$ cat config.mk
export PLATFORM = sky130hd
export DESIGN_NAME = html_text_extractor_top_flat
export DESIGN_NICKNAME = d
export VERILOG_FILES = /design/src/hw/rtl/hte_pkg.sv /design/src/hw/rtl/hte_if.sv /design/src/hw/rtl/hte_front.sv /design/src/hw/rtl/hte_queue.sv /design/src/hw/rtl/hte_back.sv /design/src/hw/rtl/html_text_extractor_top.sv /design/src/flat_wrapper.sv
export SDC_FILE = /design/constraint.sdc
export NUM_CORES = 1
export LEC_CHECK = 0
export ABC_AREA = 1
export BUFFER_PORTS_ARGS = -buffer_cell sky130_fd_sc_hd__buf_2
export CAP_MARGIN = 20
export CORE_MARGIN = 1
export CORE_UTILIZATION = 35
export CTS_CLUSTER_SIZE = 24
export DETAILED_ROUTE_END_ITERATION = 6
export SLEW_MARGIN = 40
export SYNTH_ARGS = -nofsm -noshare
export SYNTH_HDL_FRONTEND = slang
export SYNTH_HIERARCHICAL = 1
export SYNTH_SLANG_ARGS = --single-unit
$ cat constraint.sdc
create_clock -name clock -period 5 [get_ports clock]
set_input_delay 0.25 -clock clock [delete_from_list [all_inputs] [get_ports clock]]
set_output_delay 0.25 -clock clock [all_outputs]
set_load 0.03 [all_outputs]
$ cat src/hw/rtl/hte_pkg.sv
package hte_pkg;

   // longest tag prefix kept
   localparam int unsigned TAG_PREFIX_LEN = 8;
   localparam int unsigned TAG_LEN_W      = $clog2(TAG_PREFIX_LEN + 1);
   localparam int unsigned TAG_IDX_W      = $clog2(TAG_PREFIX_LEN);

   // front-to-back queue
   localparam int unsigned QUEUE_DEPTH = 4;
   localparam int unsigned QUEUE_AW    = $clog2(QUEUE_DEPTH);
   localparam int unsigned QUEUE_CW    = $clog2(QUEUE_DEPTH + 1);

   localparam logic [7:0] CH_LT   = 8'h3C;
   localparam logic [7:0] CH_GT   = 8'h3E;
   localparam logic [7:0] CH_AMP  = 8'h26;
   localparam logic [7:0] CH_LF   = 8'h0A;
   localparam logic [7:0] CH_CR   = 8'h0D;

   // entity patterns, in replace-pass order
   localparam int unsigned NUM_ENT = 5;
   localparam int unsigned ENT_AMP = 3;
   localparam int unsigned ENT_QUOT = 4;
   localparam logic [7:0] ENT_PAT [NUM_ENT][6] = '{
      '{8'h26, 8'h6E, 8'h62, 8'h73, 8'h70, 8'h3B},   // &nbsp;
      '{8'h26, 8'h6C, 8'h74, 8'h3B, 8'h00, 8'h00},   // &lt;
      '{8'h26, 8'h67, 8'h74, 8'h3B, 8'h00, 8'h00},   // &gt;
      '{8'h26, 8'h61, 8'h6D, 8'h70, 8'h3B, 8'h00},   // &amp;
      '{8'h26, 8'h71, 8'h75, 8'h6F, 8'h74, 8'h3B}    // &quot;
   };
   localparam logic [2:0] ENT_LEN [NUM_ENT] = '{3'd6, 3'd4, 3'd4, 3'd5, 3'd6};
   localparam logic [7:0] ENT_REP [NUM_ENT] = '{8'h20, 8'h3C, 8'h3E, 8'h26, 8'h22};

   // list item: newline, space, bullet, space
   localparam logic [2:0] LI_LEN = 3'd6;
   localparam logic [7:0] LI_SEQ [6] = '{8'h0A, 8'h20, 8'hE2, 8'h80, 8'hA2, 8'h20};

   typedef enum logic [1:0] {
      JOB_NONE,
      JOB_CHAR,
      JOB_NEWLINE,
      JOB_BULLET
   } job_kind_type;

   typedef struct packed {
      job_kind_type kind;
      logic [7:0]   data;
      logic         last;
   } job_type;

endpackage

$ cat src/hw/rtl/hte_if.sv
interface hte_req_if;
   logic       valid;
   logic       ready;
   logic [7:0] in_byte;
   logic       end_of_text;

   modport source (output valid, output in_byte, output end_of_text, input ready);
   modport sink   (input valid, input in_byte, input end_of_text, output ready);
endinterface

interface hte_rsp_if;
   logic       valid;
   logic       ready;
   logic [7:0] out_byte;
   logic       out_empty;
   logic       run_last;
   logic       text_done;

   modport source (output valid, output out_byte, output out_empty, output run_last,
                   output text_done, input ready);
   modport sink   (input valid, input out_byte, input out_empty, input run_last,
                   input text_done, output ready);
endinterface

$ cat src/hw/rtl/hte_front.sv
module hte_front (
   input  logic              clock,
   input  logic              reset,
   input  logic              in_valid,
   input  logic [7:0]        in_byte,
   input  logic              in_end,
   input  logic              job_ready,
   output logic              job_valid,
   output hte_pkg::job_type  job
);

   localparam int unsigned PW = hte_pkg::TAG_PREFIX_LEN * 8;

   logic                            tag_open_ff, tag_open_in;
   logic                            script_ff, script_in;
   logic                            style_ff, style_in;
   logic [PW-1:0]                   prefix_ff, prefix_in;
   logic [hte_pkg::TAG_LEN_W-1:0]   len_ff, len_in;
   logic                            ovf_ff, ovf_in;
   logic                            accept, eval, quiet;
   logic [7:0]                      low_c;

   // prefix test against a packed pattern of n bytes (first byte highest)
   function automatic logic tag_starts(input logic [PW-1:0] pfx,
                                       input logic [hte_pkg::TAG_LEN_W-1:0] len,
                                       input logic [55:0] pat, input int unsigned n);
      logic ok;
      ok = (len >= hte_pkg::TAG_LEN_W'(n));
      for (int unsigned i = 0; i < 7; i++) begin
         if (i < n && pfx[8*i +: 8] != pat[8*(n-1-i) +: 8]) ok = 1'b0;
      end
      return ok;
   endfunction

   function automatic logic tag_is(input logic [PW-1:0] pfx,
                                   input logic [hte_pkg::TAG_LEN_W-1:0] len,
                                   input logic ovf, input logic [55:0] pat,
                                   input int unsigned n);
      return !ovf && len == hte_pkg::TAG_LEN_W'(n) && tag_starts(pfx, len, pat, n);
   endfunction

   assign job_valid = in_valid;
   assign accept    = in_valid && job_ready;
   assign low_c     = (in_byte inside {[8'h41:8'h5A]}) ? in_byte + 8'h20 : in_byte;
   assign quiet     = script_ff || style_ff;

   always_comb begin
      tag_open_in = tag_open_ff;
      script_in   = script_ff;
      style_in    = style_ff;
      prefix_in   = prefix_ff;
      len_in      = len_ff;
      ovf_in      = ovf_ff;
      job.kind    = hte_pkg::JOB_NONE;
      job.data    = in_byte;
      job.last    = in_end;

      if (tag_open_ff) begin
         if (in_byte == hte_pkg::CH_GT) begin
            tag_open_in = 1'b0;
         end else if (len_ff < hte_pkg::TAG_LEN_W'(hte_pkg::TAG_PREFIX_LEN)) begin
            prefix_in[8*len_ff[hte_pkg::TAG_IDX_W-1:0] +: 8] = low_c;
            len_in = len_ff + 1'b1;
         end else begin
            ovf_in = 1'b1;
         end
      end else if (in_byte == hte_pkg::CH_LT) begin
         tag_open_in = 1'b1;
         len_in      = '0;
         ovf_in      = 1'b0;
      end else if (!quiet) begin
         job.kind = hte_pkg::JOB_CHAR;
      end

      eval = (tag_open_ff && in_byte == hte_pkg::CH_GT) || (in_end && tag_open_in);
      if (eval) begin
         if (tag_starts(prefix_in, len_in, 56'("script"), 6)) begin
            script_in = 1'b1;
         end else if (tag_starts(prefix_in, len_in, 56'("/script"), 7)) begin
            script_in = 1'b0;
         end else if (tag_starts(prefix_in, len_in, 56'("style"), 5)) begin
            style_in = 1'b1;
         end else if (tag_starts(prefix_in, len_in, 56'("/style"), 6)) begin
            style_in = 1'b0;
         end else if (tag_is(prefix_in, len_in, ovf_in, 56'("p"), 1)
                   || tag_is(prefix_in, len_in, ovf_in, 56'("div"), 3)
                   || tag_is(prefix_in, len_in, ovf_in, 56'("br"), 2)
                   || tag_is(prefix_in, len_in, ovf_in, 56'("tr"), 2)
                   || tag_is(prefix_in, len_in, ovf_in, 56'("/h1"), 3)
                   || tag_is(prefix_in, len_in, ovf_in, 56'("/h2"), 3)
                   || tag_is(prefix_in, len_in, ovf_in, 56'("/h3"), 3)) begin
            if (!quiet) job.kind = hte_pkg::JOB_NEWLINE;
         end else if (tag_is(prefix_in, len_in, ovf_in, 56'("li"), 2)) begin
            if (!quiet) job.kind = hte_pkg::JOB_BULLET;
         end
         tag_open_in = 1'b0;
      end

      if (in_end) begin
         tag_open_in = 1'b0;
         script_in   = 1'b0;
         style_in    = 1'b0;
         len_in      = '0;
         ovf_in      = 1'b0;
      end
   end

   always_ff @(posedge clock) begin
      if (reset) begin
         tag_open_ff <= 1'b0;
         script_ff   <= 1'b0;
         style_ff    <= 1'b0;
         len_ff      <= '0;
         ovf_ff      <= 1'b0;
      end else if (accept) begin
         tag_open_ff <= tag_open_in;
         script_ff   <= script_in;
         style_ff    <= style_in;
         len_ff      <= len_in;
         ovf_ff      <= ovf_in;
      end
   end

   always_ff @(posedge clock) begin
      if (accept) prefix_ff <= prefix_in;
   end

endmodule

$ cat src/hw/rtl/hte_queue.sv
module hte_queue (
   input  logic              clock,
   input  logic              reset,
   input  logic              push_valid,
   output logic              push_ready,
   input  hte_pkg::job_type  push_job,
   output logic              pop_valid,
   input  logic              pop,
   output hte_pkg::job_type  pop_job
);

   hte_pkg::job_type                mem [hte_pkg::QUEUE_DEPTH];
   logic [hte_pkg::QUEUE_AW-1:0]    wr_ff, rd_ff;
   logic [hte_pkg::QUEUE_CW-1:0]    count_ff;
   logic                            do_push, do_pop;

   assign push_ready = count_ff != hte_pkg::QUEUE_CW'(hte_pkg::QUEUE_DEPTH);
   assign pop_valid  = count_ff != '0;
   assign pop_job    = mem[rd_ff];
   assign do_push    = push_valid && push_ready;
   assign do_pop     = pop && pop_valid;

   always_ff @(posedge clock) begin
      if (reset) begin
         wr_ff    <= '0;
         rd_ff    <= '0;
         count_ff <= '0;
      end else begin
         if (do_push) wr_ff <= wr_ff + 1'b1;
         if (do_pop)  rd_ff <= rd_ff + 1'b1;
         if (do_push && !do_pop) count_ff <= count_ff + 1'b1;
         else if (do_pop && !do_push) count_ff <= count_ff - 1'b1;
      end
   end

   always_ff @(posedge clock) begin
      if (do_push) mem[wr_ff] <= push_job;
   end

endmodule

$ cat src/hw/rtl/hte_back.sv
module hte_back (
   input  logic              clock,
   input  logic              reset,
   input  logic              job_valid,
   input  hte_pkg::job_type  job,
   output logic              job_pop,
   hte_rsp_if.source         rsp
);

   logic [7:0] hold_ff [5];
   logic [7:0] hold_in [5];
   logic [2:0] cnt_ff, cnt_in;
   logic       amp_ff, amp_in;
   logic       prev_nl_ff, prev_nl_in;
   logic [2:0] feed_ff, feed_in;
   logic       flush_ff, flush_in;
   logic [2:0] fl_ff, fl_in;

   logic       pend_v_ff, pend_empty_ff, pend_rl_ff, pend_td_ff;
   logic [7:0] pend_byte_ff;
   logic       rsp_v_ff, rsp_empty_ff, rsp_rl_ff, rsp_td_ff;
   logic [7:0] rsp_byte_ff;

   logic       out_free, step, in_flush, feeds_done, last, cand_v, emit;
   logic       push, push_empty, push_rl, push_td, move, set_flags, hit, ok;
   logic [7:0] cand, fbyte, push_byte;
   logic [2:0] nfeeds, n;
   logic [2:0] hit_k;

   assign out_free = !rsp_v_ff || rsp.ready;
   assign step     = job_valid && (out_free || !pend_v_ff);
   assign n        = cnt_ff + 3'd1;

   always_comb begin
      case (job.kind)
         hte_pkg::JOB_CHAR, hte_pkg::JOB_NEWLINE: nfeeds = 3'd1;
         hte_pkg::JOB_BULLET:                      nfeeds = hte_pkg::LI_LEN;
         default:                                  nfeeds = 3'd0;
      endcase
      case (job.kind)
         hte_pkg::JOB_CHAR:    fbyte = job.data;
         hte_pkg::JOB_NEWLINE: fbyte = hte_pkg::CH_LF;
         default:              fbyte = hte_pkg::LI_SEQ[feed_ff];
      endcase
   end

   assign feeds_done = feed_ff == nfeeds;
   assign in_flush   = flush_ff || (feeds_done && job.last && cnt_ff != '0);

   // first entity pattern that the held bytes plus this byte still follow
   always_comb begin
      hit   = 1'b0;
      hit_k = '0;
      for (int k = hte_pkg::NUM_ENT - 1; k >= 0; k--) begin
         ok = (!amp_ff || k == hte_pkg::ENT_QUOT) && n <= hte_pkg::ENT_LEN[k]
              && fbyte == hte_pkg::ENT_PAT[k][cnt_ff];
         for (int i = 0; i < 5; i++) begin
            if (3'(i) < cnt_ff && hold_ff[i] != hte_pkg::ENT_PAT[k][i]) ok = 1'b0;
         end
         if (ok) begin
            hit   = 1'b1;
            hit_k = 3'(k);
         end
      end
   end

   always_comb begin
      hold_in  = hold_ff;
      cnt_in   = cnt_ff;
      amp_in   = amp_ff;
      feed_in  = feed_ff;
      flush_in = flush_ff;
      fl_in    = fl_ff;
      cand_v   = 1'b0;
      cand     = fbyte;
      last     = 1'b0;

      if (in_flush) begin
         cand_v = 1'b1;
         cand   = hold_ff[fl_ff];
         if (fl_ff == cnt_ff - 3'd1) begin
            cnt_in   = '0;
            amp_in   = 1'b0;
            flush_in = 1'b0;
            fl_in    = '0;
            last     = feeds_done;
         end else begin
            fl_in = fl_ff + 3'd1;
         end
      end else if (!feeds_done) begin
         if (cnt_ff == '0) begin
            if (fbyte == hte_pkg::CH_AMP) begin
               hold_in[0] = hte_pkg::CH_AMP;
               cnt_in     = 3'd1;
               amp_in     = 1'b0;
            end else begin
               cand_v = 1'b1;
            end
            feed_in = feed_ff + 3'd1;
         end else if (hit) begin
            if (n == hte_pkg::ENT_LEN[hit_k]) begin
               if (hit_k == 3'(hte_pkg::ENT_AMP)) begin
                  hold_in[0] = hte_pkg::CH_AMP;
                  cnt_in     = 3'd1;
                  amp_in     = 1'b1;
               end else begin
                  cand_v = 1'b1;
                  cand   = hte_pkg::ENT_REP[hit_k];
                  cnt_in = '0;
                  amp_in = 1'b0;
               end
            end else begin
               hold_in[cnt_ff] = fbyte;
               cnt_in          = n;
            end
            feed_in = feed_ff + 3'd1;
         end else begin
            // mismatch: spill held bytes, then retry this byte
            flush_in = 1'b1;
            fl_in    = '0;
         end
         if (feed_in != feed_ff) begin
            last = (feed_in == nfeeds) && (!job.last || cnt_in == '0);
         end
      end else begin
         last = 1'b1;
      end

      if (last) begin
         feed_in = '0;
         if (job.last) amp_in = 1'b0;
      end
   end

   // carriage-return drop and newline collapse
   assign emit = cand_v && cand != hte_pkg::CH_CR && !(cand == hte_pkg::CH_LF && prev_nl_ff);

   always_comb begin
      prev_nl_in = prev_nl_ff;
      if (cand_v && cand != hte_pkg::CH_CR) prev_nl_in = cand == hte_pkg::CH_LF;
      if (last && job.last) prev_nl_in = 1'b0;

      push       = 1'b0;
      push_byte  = cand;
      push_empty = 1'b0;
      push_rl    = last;
      push_td    = last && job.last;
      set_flags  = 1'b0;
      if (step) begin
         if (emit) begin
            push = 1'b1;
         end else if (last && pend_v_ff && !pend_rl_ff) begin
            set_flags = 1'b1;
         end else if (last && job.last) begin
            push       = 1'b1;
            push_byte  = '0;
            push_empty = 1'b1;
         end
      end
      move = pend_v_ff && out_free && (pend_rl_ff || push);
   end

   assign job_pop = step && last;

   always_ff @(posedge clock) begin
      if (reset) begin
         cnt_ff     <= '0;
         amp_ff     <= 1'b0;
         prev_nl_ff <= 1'b0;
         feed_ff    <= '0;
         flush_ff   <= 1'b0;
         fl_ff      <= '0;
         pend_v_ff  <= 1'b0;
         rsp_v_ff   <= 1'b0;
      end else begin
         if (step) begin
            cnt_ff     <= cnt_in;
            amp_ff     <= amp_in;
            prev_nl_ff <= prev_nl_in;
            feed_ff    <= feed_in;
            flush_ff   <= flush_in;
            fl_ff      <= fl_in;
         end
         if (push) pend_v_ff <= 1'b1;
         else if (move) pend_v_ff <= 1'b0;
         if (move) rsp_v_ff <= 1'b1;
         else if (rsp.ready) rsp_v_ff <= 1'b0;
      end
   end

   always_ff @(posedge clock) begin
      if (step) hold_ff <= hold_in;
      if (push) begin
         pend_byte_ff  <= push_byte;
         pend_empty_ff <= push_empty;
         pend_rl_ff    <= push_rl;
         pend_td_ff    <= push_td;
      end else if (set_flags) begin
         pend_rl_ff <= 1'b1;
         pend_td_ff <= job.last;
      end
      if (move) begin
         rsp_byte_ff  <= pend_byte_ff;
         rsp_empty_ff <= pend_empty_ff;
         rsp_rl_ff    <= pend_rl_ff;
         rsp_td_ff    <= pend_td_ff;
      end
   end

   assign rsp.valid     = rsp_v_ff;
   assign rsp.out_byte  = rsp_byte_ff;
   assign rsp.out_empty = rsp_empty_ff;
   assign rsp.run_last  = rsp_rl_ff;
   assign rsp.text_done = rsp_td_ff;

endmodule

$ cat src/hw/rtl/html_text_extractor_top.sv
// Channel   Dir  Payload                                     Transfer
// req_chan  in   in_byte[7:0], end_of_text                   valid & ready
// rsp_chan  out  out_byte[7:0], out_empty, run_last,         valid & ready
//                text_done
//
// Front parses tags at one byte per cycle while the queue has room and queues
// one job per byte (4 deep). Back runs the entity decoder, one result per cycle
// while the output is free; an li bullet feeds six bytes, a broken entity spills
// its held bytes. Each result waits in a pending register until run_last is known.
// Reset is synchronous; it clears all control state, no clearing pass.
// Either side may stall; the queue and the output register decouple them.
module html_text_extractor_top (
   input  logic       clock,
   input  logic       reset,
   hte_req_if.sink    req_chan,
   hte_rsp_if.source  rsp_chan
);

   hte_pkg::job_type  front_job, back_job;
   logic              front_valid, front_ready;
   logic              back_valid, back_pop;

   // tag parser and region tracker
   hte_front u_front (
      .clock     (clock),
      .reset     (reset),
      .in_valid  (req_chan.valid),
      .in_byte   (req_chan.in_byte),
      .in_end    (req_chan.end_of_text),
      .job_ready (front_ready),
      .job_valid (front_valid),
      .job       (front_job)
   );

   assign req_chan.ready = front_ready;

   // short job queue between parser and decoder
   hte_queue u_queue (
      .clock      (clock),
      .reset      (reset),
      .push_valid (front_valid),
      .push_ready (front_ready),
      .push_job   (front_job),
      .pop_valid  (back_valid),
      .pop        (back_pop),
      .pop_job    (back_job)
   );

   // entity decoder, newline filter and result framing
   hte_back u_back (
      .clock     (clock),
      .reset     (reset),
      .job_valid (back_valid),
      .job       (back_job),
      .job_pop   (back_pop),
      .rsp       (rsp_chan)
   );

endmodule
$ cat src/flat_wrapper.sv
// flat-port wrapper written by rule: the top's interface ports become plain ports
module html_text_extractor_top_flat 
  (clock, reset, req_chan_valid, req_chan_in_byte, req_chan_end_of_text, req_chan_ready, rsp_chan_valid, rsp_chan_out_byte, rsp_chan_out_empty, rsp_chan_run_last, rsp_chan_text_done, rsp_chan_ready);
  hte_req_if req_chan_i ();
  hte_rsp_if rsp_chan_i ();
  input  logic clock;
  input  logic reset;
  input wire logic [$bits(req_chan_i.valid)-1:0] req_chan_valid;
  input wire logic [$bits(req_chan_i.in_byte)-1:0] req_chan_in_byte;
  input wire logic [$bits(req_chan_i.end_of_text)-1:0] req_chan_end_of_text;
  output wire logic [$bits(req_chan_i.ready)-1:0] req_chan_ready;
  output wire logic [$bits(rsp_chan_i.valid)-1:0] rsp_chan_valid;
  output wire logic [$bits(rsp_chan_i.out_byte)-1:0] rsp_chan_out_byte;
  output wire logic [$bits(rsp_chan_i.out_empty)-1:0] rsp_chan_out_empty;
  output wire logic [$bits(rsp_chan_i.run_last)-1:0] rsp_chan_run_last;
  output wire logic [$bits(rsp_chan_i.text_done)-1:0] rsp_chan_text_done;
  input wire logic [$bits(rsp_chan_i.ready)-1:0] rsp_chan_ready;
  assign req_chan_i.valid = req_chan_valid;
  assign req_chan_i.in_byte = req_chan_in_byte;
  assign req_chan_i.end_of_text = req_chan_end_of_text;
  assign req_chan_ready = req_chan_i.ready;
  assign rsp_chan_valid = rsp_chan_i.valid;
  assign rsp_chan_out_byte = rsp_chan_i.out_byte;
  assign rsp_chan_out_empty = rsp_chan_i.out_empty;
  assign rsp_chan_run_last = rsp_chan_i.run_last;
  assign rsp_chan_text_done = rsp_chan_i.text_done;
  assign rsp_chan_i.ready = rsp_chan_ready;
  html_text_extractor_top u_core (.clock(clock), .reset(reset), .req_chan(req_chan_i), .rsp_chan(rsp_chan_i));
endmodule
# Word-level counts from Yosys, hierarchy flattened

Memories as Yosys holds them, arrays and structs flattened. A register that Yosys moved wholly into a read port is not among the register bits.
Cells that the tools add are included.

Register bits: 155
Bits in read-only memories: 472
Memories kept: 9
Input port bits: 13
Memory bits (writable): 44
Output and inout port bits: 13

Shift operators: 2
Order comparisons: 22
Reductions and logical operators: 106
Add/sub/neg operators: 11
Muxes and demuxes: 278
Bitwise gates (word level): 10
Equality and inequality tests: 83

Memories:

| memory          | depth | width | read ports | clocked after Yosys merged registers in | wr ports | line            | RTL |
|---|---|---|---|---|---|---|---|
| (no name shown) | 8     | 8     | 1          | 0                                       | 0        | hte_back.sv:108 | `cand = hte_pkg::ENT_REP[hit_k];` |
| (no name shown) | 8     | 8     | 1          | 0                                       | 0        | hte_back.sv:56  | `&& fbyte == hte_pkg::ENT_PAT[k][cnt_ff];` |
| (no name shown) | 8     | 8     | 1          | 0                                       | 0        | hte_back.sv:56  |  |
| (no name shown) | 8     | 8     | 1          | 0                                       | 0        | hte_back.sv:56  |  |
| (no name shown) | 8     | 8     | 1          | 0                                       | 0        | hte_back.sv:56  |  |
| (no name shown) | 8     | 8     | 1          | 0                                       | 0        | hte_back.sv:56  |  |
| +3 memories     | --    | --    | --         | --                                      | --       | --              |  |

Operators by type and width:

| operator                  | number |
|---|---|
| $ne A8 B7 Y1 const B      | 43 |
| $mux W8                   | 32 |
| $mux W1                   | 187 |
| $mux W56                  | 3 |
| $mux W3                   | 30 |
| $bwmux W64                | 1 |
| $shift A8 B34 Y64 const A | 1 |
| $shiftx A8 B34 Y64        | 1 |
| $logic_and A1 B1 Y1       | 58 |
| $ne A8 B6 Y1 const B      | 7 |
| $bwmux W40                | 1 |
| $eq A8 B8 Y1              | 5 |
| $mux W40                  | 1 |
| $neg A6 Y34               | 1 |
| $mux W32                  | 1 |
| $mux W2                   | 13 |
| $bmux W8 S3               | 1 |
| $demux W8 S3              | 1 |
| $eq A8 B6 Y1 const B      | 3 |
| $mux W4                   | 5 |
| $ge A4 B4 Y1 const B      | 4 |
| $not A3 Y4                | 4 |
| $pmux W8 S2               | 1 |
| $reduce_bool A2 Y1        | 7 |
| other kinds (42)          | 101 |

# Depth between registers and ports, before layout

Gate-level depths: netlist (run 1).

Depth after elaboration: 51
Gate-level depth with buffers: 44
Mapped depth without buffers: 42

# Cells and area by module

The synthesis (run 1) kept the hierarchy.

Modules (own cells, without submodules):

| module    | cells an instance | area an instance (um^2) | instances |
|---|---|---|---|
| hte_back  | 777               | 5,612.9                 | 1 |
| hte_front | 708               | 4,859.7                 | 1 |
| hte_queue | 175               | 2,145.8                 | 1 |

# Worst setup path before layout (run 1)

Ideal clock, no wire load.

Kind: flip-flop to flip-flop
Start: register (tool-made name)
End: register u_core/u_queue/count_ff[1] (netlist bit)
Arrival time: 4,695 ps
Library setup time: 116 ps
Path slack: 189 ps
Stages on the path, launching flop included: 39
Data required time: 4,884 ps
Cell sequence: dfxtp_1 > inv_2 > buf_2 > nor2_1 > o22ai_1 > inv_1 > ha_1 > inv_2 > nand2_1 > nand2_2 > nand2_1 > nand2_1 > o211ai_1 > nor4_1 > nand3_1 > nand2_1 > inv_1 > nor2_1 > [... 3 more ...] > nand2_1 > nand2_1 > nand2_1 > inv_2 > nand3_4 > a31oi_1 > nand2_1 > nand2_1 > nand4_1 > nand2_1 > inv_1 > nor2_1 > nand2_4 > ha_1 > inv_1 > fa_1 > o21ai_0 > nor2_1

RTL lines:

| what                 | line            | RTL |
|---|---|---|
| to (signal assigned) | hte_queue.sv:31 | `if (do_push && !do_pop) count_ff <= count_ff + 1'b1;` |
| to (signal assigned) | hte_queue.sv:32 | `else if (do_pop && !do_push) count_ff <= count_ff - 1'b1;` |
| to (decl)            | hte_queue.sv:14 | `logic [hte_pkg::QUEUE_CW-1:0] count_ff;` |

==> results of run 1 <==
## through the flow
stage | util, % | std cells | setup slack [ns]
after detailed placement | 37.9 | 2158 | 0.00360
after CTS | 39.6 | 2190 | 0.0418
after global routing | 40.0 | 2196 | -0.0741
after floorplan | - | 1660 | 0.189
after global placement | 37.9 | 2158 | 0.135
final | 40.0 | 2196 | 0.337
## Yosys cell counts, types with 6 or more instances
cell and number:
nand2_1 451, nor2_2 15, xor2_1 10, o22ai_1 15, nand4_1 39, a211oi_1 6, ha_1 29, buf_6 8
clkbuf_1 10, dfxtp_1 31, inv_2 21, edfxtp_1 162, o21ai_0 69, inv_1 217, nor2_4 12, nand3b_1 6
nor3_1 28, o21ai_1 25, a21oi_1 51, nand3_2 6, nand2_4 9, nor2_1 207, buf_4 17, nand2_2 26
nand3_1 118, buf_2 7
## logic make-up (layout without fill, tap and decap cells)
logic type | after synthesis | in the layout | synth area share, %
DFF | 193 | 193 | 43.5
AOI/OAI and AO/OA | 194 | 194 | 8.67
and+or+nand+nor | 941 | 941 | 34.1
adders and majority gates | 30 | 30 | 3.03
buffers and inverters | 288 | 363 | 9.71
other | 1 | 1 | 0.0297
xor gates and xnor gates | 13 | 13 | 1.02
## routing by layer
layer | vias up | track usage (%) | share of wire [%]
met3 | 61 | 2.45 | 5.4
met4 | 0 | 7.63 | 2.7
met2 | 368 | 33.1 | 47
li1 | 5547 | - | -
met1 | 5241 | 27.5 | 45
met5 | - | 0 | 0
## what timing repair did
| action | in CTS | in global routing |
|---|---|---|
| hold buffers | 0 | 0 |
| pin swaps | 0 | 10 |
| buffers inserted | 0 | 6 |
| setup endpoints to repair | 1 | 37 |
| resized for setup | 1 | 27 |
## layout make-up
cell class | instances | area [µm²] | share of cell area, %
clock buffers | 18 | 429 | 3.02
well taps | 461 | 577 | 4.06
clock inverters | 14 | 151 | 1.07
flip-flops and latches | 193 | 5490 | 38.7
repair buffers | 87 | 603 | 4.25
multi-input cells | 1179 | 6020 | 42.4
inverters | 244 | 931 | 6.55
## report_power, final
| group | internal [mW] | leakage, nW | switching (mW) | total [mW] |
|---|---|---|---|---|
| clock network | 0.664 | 0.273 | 0.693 | 1.36 |
| logic | 0.762 | 4.10 | 1.51 | 2.27 |
| registers | 2.06 | 1.68 | 0.0734 | 2.13 |
## state kept, by name, indices dropped and copies added (netlist names), 2 cells and up, named ones only
register	cells
u_core/u_back/fl_ff	3
u_core/u_front/prefix_ff	56
u_core/u_back/cnt_ff	3
u_core/u_queue/count_ff	3
u_core/u_queue/rd_ff	2
u_core/u_front/len_ff	4
u_core/u_queue/mem	44
u_core/u_back/rsp.out_byte	8
u_core/u_back/feed_ff	3
u_core/u_queue/wr_ff	2
u_core/u_back/pend_byte_ff	8
u_core/u_back/hold_ff	40
## final timing paths
path / start / end
max: flip-flop / u_core/u_queue/count_ff[1]
min: rsp_chan_ready / u_core/u_back/rsp.valid
max reg2reg: flip-flop / u_core/u_queue/count_ff[1]
min reg2reg: u_core/u_back/pend_byte_ff[6] / u_core/u_back/rsp.out_byte[6]
## worst min-delay path, cell delays in order
cell	delay [ns]
buf_2	0.07
inv_1	0.04
nand2_1	0.09
a21oi_2	0.06
## layout by cell type, fill, tap and decap left out, types with 6 or more instances in the layout
cell,instances
a211oi_1,6
a21oi_1,50
a21oi_2,6
buf_2,25
buf_4,61
clkbuf_16,17
dfxtp_1,28
edfxtp_1,162
ha_1,27
inv_1,214
inv_2,22
inv_4,6
nand2_1,448
nand2_2,29
nand2_4,9
nand3_1,115
nand3_2,8
nand3b_1,6
nand4_1,39
nor2_1,200
nor2_2,22
nor2_4,12
nor3_1,27
o21ai_0,69
o21ai_1,25
o22ai_1,13
xor2_1,10
==> impl_metrics.toml, run 1 <==
[outcome]
status = "finished, violations left"
violations = "design-rule violations"

[routing]
ant_nets = 0
dr.pass1.iters = 7
first_iter_violations = 867
viasPerCell = 5.11
vias = 11200
drt-total-wl_um = 36200
drc_errors = 3
wl_per_cell_um = 16.5

[grt]
grt_pass1_wl_um = 57300
antenna_found_initial = 0
grt_max_degree = 57
grt_pass1_vias = 10400
grt_overflow = 0
grtUsageTotal_pct = 20.3

[yosys]
synth.net_count = 1703
synth_flop_cell = "edfxtp_1"
ys_async_sr_fraction_pct = 0
synth_top_cell_by_area = "edfxtp_1"
ys_ff_latch = 193
postSynthCellCount = 1660
synthTopCellsByArea = "edfxtp_1 (39%), nand2_1 (13%), inv_1 (6.5%), nor2_1 (6.2%), dfxtp_1 (4.9%)"
synth_top_area_share_pct = 38.6
yosysWarningCount = 6
synth_edf_count = 162
synth_area_um2 = 12600
ys_seq_area_share_pct = 43.5
yosysUniqueCellTypes = 57
syn-mean-instance-area_um2 = 7.60

[critical_path]
cp_slowest_stage_delay_ns = 0.41
cp_slowest_cell = "fa_1"
end_kind = "flip-flop"
crit_path_start_kind = "flip-flop"
crit_top_cell = "nand2_1"
critical_path.max_fanout = 7
crit_type = "reg -> reg"
reg2reg_depth = 32
cp.buffers_inverters = 7
arrival_ns = 5.02
worst-path-stages = 32
r2r_slack_ns = 0.34
critPathTopFamily = "simple AND/OR/NAND/NOR gates"
critPathRequiredTime_ns = 5.36

[sta]
maxSlewViolCount = 0
tightestPinTransition_ns = 0.850
hold_viol = 0
fmaxAchievable_mhz = 214
fin_crit_ns = 4.66
finalSetupViolations = 0
holdWs_ns = 0.0903
period_share_pct = 93.3
clock_skew_ns = 0.0148
final.setup.tns_ns = 0
slew_headroom_pct = 43.3

[power_and_ir_drop]
p_leak_nw = 6.05
vdd_drop_max_v = 0.000286
power_density_nw_per_um2 = 406
power_mw = 5.76

[cts]
cts_tree = "built"
cts_root_buf = "clkbuf_16"
htree_levels = 4
numCtsBuffers = 17
cts.clk_slew.worst_paths_ns = 0.08
clock_sinks = 193
clk_latency_ns = 0.46
clockBufferDepth = 2

[floorplan]
dieArea_um2 = 36800
die_h_um = 192
initial_core_util_pct = 35.6
coreArea_um2 = 35500
fp-row-count = 69
io_pins = 26
fp.dieW_um = 192

[final_layout]
area_delta_synth_final_pct = 12.6
final_area_um2 = 14200
num_antenna_cells = 0
fin_nets = 1765
final_layout_size_suffix_gt1_share_pct = 15.0
fillCellCount = 3590

[place]
dpl.hpwl_um = 27400
gp_congestion = 0.964
placed_area_um2 = 13500
portBuffers = 25

[job]
max_cap_viol_count = 0

[hold_path]
hp-class = "in -> reg"
worst_hold_path.num_cells = 4
Power figures use the tool's default switching activity.
==> run 2: changes to the inputs <==
==> constraint.sdc (replaced) <==
create_clock -name clock -period 3.95 [get_ports clock]
set_input_delay 0.1975 -clock clock [delete_from_list [all_inputs] [get_ports clock]]
set_output_delay 0.1975 -clock clock [all_outputs]
set_load 0.03 [all_outputs]
==> impl_metrics.toml, run 2 (synthesis gave the netlist of run 1 again) <==
[outcome]
status = "finished, violations left"
violations = "negative setup slack"

[floorplan]
fp-row-count = 69
initial_core_util_pct = 35.6
dieArea_um2 = 36800
fp.dieW_um = 192
die_h_um = 192
coreArea_um2 = 35500
io_pins = 26

[routing]
ant_nets = 0
drt-total-wl_um = 38300
wl_per_cell_um = 16.2
wl_met2_um = 18500
viasPerCell = 5.01
dr.pass1.iters = 7
top_layer_used = "met4"
wl_met3_um = 1970
drc_errors = 0
vias = 11900
first_iter_violations = 1019
m1WireLength_um = 16600

[critical_path]
critPathRequiredTime_ns = 4.27
cp.buffers_inverters = 13
crit_type = "reg -> reg"
crit_top_cell = "buf_4"
end_kind = "flip-flop"
reg2reg_depth = 36
critPathTopFamily = "simple AND/OR/NAND/NOR gates"
crit_path_start_kind = "flip-flop"
critical_path.max_fanout = 7
cp_slowest_cell = "dfxtp_4"
arrival_ns = 5.00
reg2reg_to = "u_core/u_back/pend_byte_ff[4]"
cp_slowest_stage_delay_ns = 0.40
r2r_slack_ns = -0.73

[cts]
cts_root_buf = "clkbuf_16"
htree_levels = 4
numCtsBuffers = 17
clk_latency_ns = 0.46
cts_tree = "built"
clock_sinks = 193
clockBufferDepth = 2
cts.clk_slew.worst_paths_ns = 0.07

[hold_path]
hp-class = "in -> reg"
hp-start = "rsp_chan_ready"
worst_hold_path.num_cells = 4
min_to = "u_core/u_back/rsp.valid"

[grt]
grtUsageTotal_pct = 21.2
antenna_found_initial = 0
grt_max_degree = 27
grt_pass1_vias = 11200
grt_pass1_wl_um = 59800
grt_overflow = 0

[sta]
tightestPinTransition_ns = 0.677
finalSetupViolations = 45
fin_crit_ns = 4.68
hold_viol = 0
period_share_pct = 118
worst_slack_ns = -0.730
fmaxAchievable_mhz = 214
slew_headroom_pct = 54.9
maxSlewViolCount = 0
rsz0062_at_grt = "yes"
clock_skew_ns = 0.00904

[final_layout]
final_cell_mix = "nand2_1 (422), buf_4 (219), inv_1 (201), nor2_1 (189), edfxtp_1 (162)"
area_delta_synth_final_pct = 27.5
top_regs = "u_core/u_front/prefix_ff: 56 flops, u_core/u_queue/mem: 44 flops, u_core/u_back/hold_ff: 40 flops"
fin_nets = 1940
mostFrequentLayoutCell = "nand2_1"
largest_reg_flops = 56
largest_register = "u_core/u_front/prefix_ff"
final_layout_size_suffix_gt1_share_pct = 27.2
final_core_utilization_pct = 45.3
num_antenna_cells = 0

[power_and_ir_drop]
vdd_drop_max_v = 0.000500
p_leak_nw = 6.98
power_density_nw_per_um2 = 528

[place]
detailedPlace.worstSlack_ns = -0.803
portBuffers = 25
dpl.hpwl_um = 28900
gp_congestion = 0.945

[job]
max_cap_viol_count = 0
[run 2: area by class of cell]
cell class                      instances  area, µm²
Clock buffer                           18        439
Clock inverter                         14        144
Fill cell                            3476      19400
Inverter                              244        958
Multi-Input combinational cell       1179       6500
Sequential cell                       193       5490
Tap cell                              461        577
Timing Repair Buffer                  260       1970
Timing Repair inverter                  2       15.0
[run 2: worst max path at each step]
stage                                          to  depth (start not counted)  slack [ns]
floorplan              u_core/u_queue/count_ff[1]                         39       -0.51
global placement       u_core/u_queue/count_ff[1]                         36       -0.62
detailed placement     u_core/u_queue/count_ff[1]                         36       -0.80
CTS                    u_core/u_back/rsp.run_last                         39       -0.53
global route             u_core/u_back/pend_td_ff                         36       -1.00
finish              u_core/u_back/pend_byte_ff[4]                         36       -0.73
[run 2: per-stage QoR]
stage	setup TNS, ns	instances	area (µm²)	hold slack [ns]	power [mW]
floorplan	-5.97	1660	12800	0.259	4.66
global placement	-19.64	2309	14700	0.402	6.09
detailed placement	-29.69	2309	14700	0.405	6.15
CTS	-17.72	2363	15700	0.0244	8.19
global route	-42.81	2371	16100	0.0405	8.99
finish	-22.69	2371	16100	0.0410	8.49
[run 2: routing by layer]
layer  vias up  GRT usage (%)
li1       5905              -
met1      5555           26.7
met2       345           36.2
met3        81           3.53
met4         0           8.06
met5         -              0
[run 2: worst reg2reg max path, delay by kind of cell, from the launching register on]
| kind | cells | cell delay (ns) |
|---|---|---|
| and+or+nand+nor | 19 | 1.90 |
| buffers and inverters | 13 | 1.45 |
| DFF | 1 | 0.40 |
| adders and majority gates | 2 | 0.50 |
| AOI/OAI and AO/OA | 2 | 0.29 |
[run 2: where the power goes]
part / switching (mW) / internal, mW
Combinational: 2.33 / 1.71
Clock: 0.844 / 0.908
Sequential: 0.0994 / 2.61
Total: 3.27 / 5.22
[run 2: timing repair]
item	in CTS	in global routing
pin swaps	34	43
gates resized for setup	56	86
setup buffers	20	9
cloned	2	0
hold buffers	0	0
endpoints found under the setup margin	85	93
==> run 3: changes to the inputs <==
--- a/config.mk
+++ b/config.mk
@@ -12,6 +12,7 @@
 export CORE_UTILIZATION = 35
 export CTS_CLUSTER_SIZE = 24
 export DETAILED_ROUTE_END_ITERATION = 6
+export PLACE_DENSITY_LB_ADDON = 0.25
 export SLEW_MARGIN = 40
 export SYNTH_ARGS = -nofsm -noshare
 export SYNTH_HDL_FRONTEND = slang
==> impl_metrics.toml, run 3 (synthesis gave the netlist of run 1 again) <==
[floorplan]
fp-row-count = 69
die_h_um = 192
dieArea_um2 = 36800
fp.dieW_um = 192
coreArea_um2 = 35500
io_pins = 26
initial_core_util_pct = 35.6

[power_and_ir_drop]
p_leak_nw = 7.04
cell_internal_pwr_mw = 5.30
power.switching_mw = 3.44
netSwitchingFraction_pct = 39.4
power_frac_comb_pct = 48.2
seqPwrFrac_pct = 30.9
power_density_nw_per_um2 = 536
vdd_drop_max_v = 0.000671
pwr-share-clk_pct = 20.9

[sta]
tightestPinTransition_ns = 0.873
rsz0062_at_grt = "yes"
hold_viol = 0
fmaxAchievable_mhz = 220
finalSetupViolations = 52
slew_headroom_pct = 41.4
fin_crit_ns = 4.55
period_share_pct = 115
clock_skew_ns = 0.0124
maxSlewViolCount = 0
worst_slack_ns = -0.595
final.setup.tns_ns = -21.58

[final_layout]
fillCellCount = 3452
final_area_um2 = 16300
largest_register = "u_core/u_front/prefix_ff"
mostFrequentLayoutCell = "nand2_1"
largest_reg_flops = 56
final_cell_mix = "nand2_1 (419), buf_4 (216), inv_1 (201), nor2_1 (189), edfxtp_1 (162)"
fin_nets = 1943
num_antenna_cells = 0
ff_latch_area_um2 = 5490
multi_input_area_um2 = 6570
area_delta_synth_final_pct = 29.1
top_regs = "u_core/u_front/prefix_ff: 56 flops, u_core/u_queue/mem: 44 flops, u_core/u_back/hold_ff: 40 flops"
final_layout_size_suffix_gt1_share_pct = 28.0

[hold_path]
hp-start = "rsp_chan_ready"
hp-class = "in -> reg"

[grt]
grtUsageTotal_pct = 21.5
grt_overflow = 0
grt_pass1_wl_um = 60300
grt_pass1_vias = 11300
grt_max_degree = 37
antenna_found_initial = 0

[cts]
clockBufferDepth = 2
clock_sinks = 193
cts_tree = "built"
cts.clk_slew.worst_paths_ns = 0.08
clk_latency_ns = 0.47
numCtsBuffers = 17
htree_levels = 4
cts_root_buf = "clkbuf_16"

[place]
portBuffers = 25
dpl.hpwl_um = 29600
placed_area_um2 = 14800
gp_congestion = 0.964

[routing]
dr.pass1.iters = 5
viasPerCell = 4.99
first_iter_violations = 875
ant_nets = 0
vias = 11900
wl_per_cell_um = 16.4
drt-total-wl_um = 39000
drc_errors = 0

[critical_path]
reg2reg_to = "u_core/u_back/rsp.out_byte[4]"
crit_path_start_kind = "flip-flop"
cp_slowest_stage_delay_ns = 0.43
end_kind = "flip-flop"
arrival_ns = 4.74
cp_slowest_cell = "dfxtp_4"
worst-path-stages = 35
cp.buffers_inverters = 8
crit_type = "reg -> reg"
crit_end = "u_core/u_back/rsp.out_byte[4]"
reg2reg_depth = 35
critPathRequiredTime_ns = 4.15
r2r_slack_ns = -0.60
critPathTopFamily = "simple AND/OR/NAND/NOR gates"
crit_top_cell = "nand2_4"
critical_path.max_fanout = 7

[outcome]
status = "finished, violations left"
violations = "negative setup slack"

[job]
max_cap_viol_count = 0
==> run 3: changes by cell type in the layout (fill, tap and decap cells not counted), sizes merged <==
cell    previous run  this run
bufinv             1         0
clkbuf            18        17
clkinv             8        10
buf              260       263
==> run 3: repair_timing <==
| item | CTS | global route |
|---|---|---|
| cloned | 2 | 0 |
| endpoints found under the hold margin | 0 | 0 |
| setup endpoints to repair | 87 | 87 |
| pin swaps | 46 | 43 |
| setup buffers | 19 | 13 |
| hold buffers | 0 | 0 |
| resized for setup | 76 | 83 |
==> run 3: cell type report <==
type	instances	area share (%)
inverters	244	5.87
multi-input cells	1179	40.3
clock buffers	17	2.61
flip-flops and latches	193	33.7
well taps	461	3.54
repair inverters	2	0.0921
repair buffers	263	12.6
clock inverters	15	1.27
==> run 3: stage by stage <==
step                      cells  power (mW)  setup slack, ns  hold WS (ns)  util, %
final                      2374        8.74           -0.595        0.0293     45.9
after global routing       2374        9.24           -0.886        0.0268     45.9
after CTS                  2363        8.38           -0.479       0.00858     44.7
after detailed placement   2312        6.16           -0.802         0.407     41.7
after global placement     2312        6.14           -0.615         0.405     41.6
after floorplan            1660        4.66           -0.512         0.259        -
==> run 3: worst min path at each step <==
stage	end	slack, ns	cells past startpoint
floorplan	flip-flop	0.26	1
global placement	u_core/u_back/rsp.out_empty	0.40	0
detailed placement	u_core/u_back/rsp.out_byte[3]	0.41	0
CTS	u_core/u_back/rsp.valid	0.009	4
global route	u_core/u_queue/mem[0][8]	0.03	1
finish	u_core/u_back/rsp.valid	0.03	4
==> run 3: tightest hold or removal path: cells and delay by family <==
kind	cells	cell delay (ns)
and+or+nand+nor	1	0.09
buffers and inverters	2	0.11
AOI/OAI and AO/OA	1	0.06
==> run 3: power groups by stage <==
stage                     clock network (mW)  logic, mW  registers, mW
after floorplan                            0       1.84           2.81
after global placement                     0       3.39           2.74
after detailed placement                   0       3.42           2.75
after CTS                               1.87       3.80           2.70
after global routing                    1.94       4.57           2.73
final                                   1.82       4.21           2.70
==> run 3: metal layers <==
metal	track usage, %	vias up	share of wire (%)
met2	36.4	320	48
met1	27.4	5546	44
li1	-	5909	-
met3	2.94	75	4.4
met4	9.00	0	3.1
met5	0	-	0
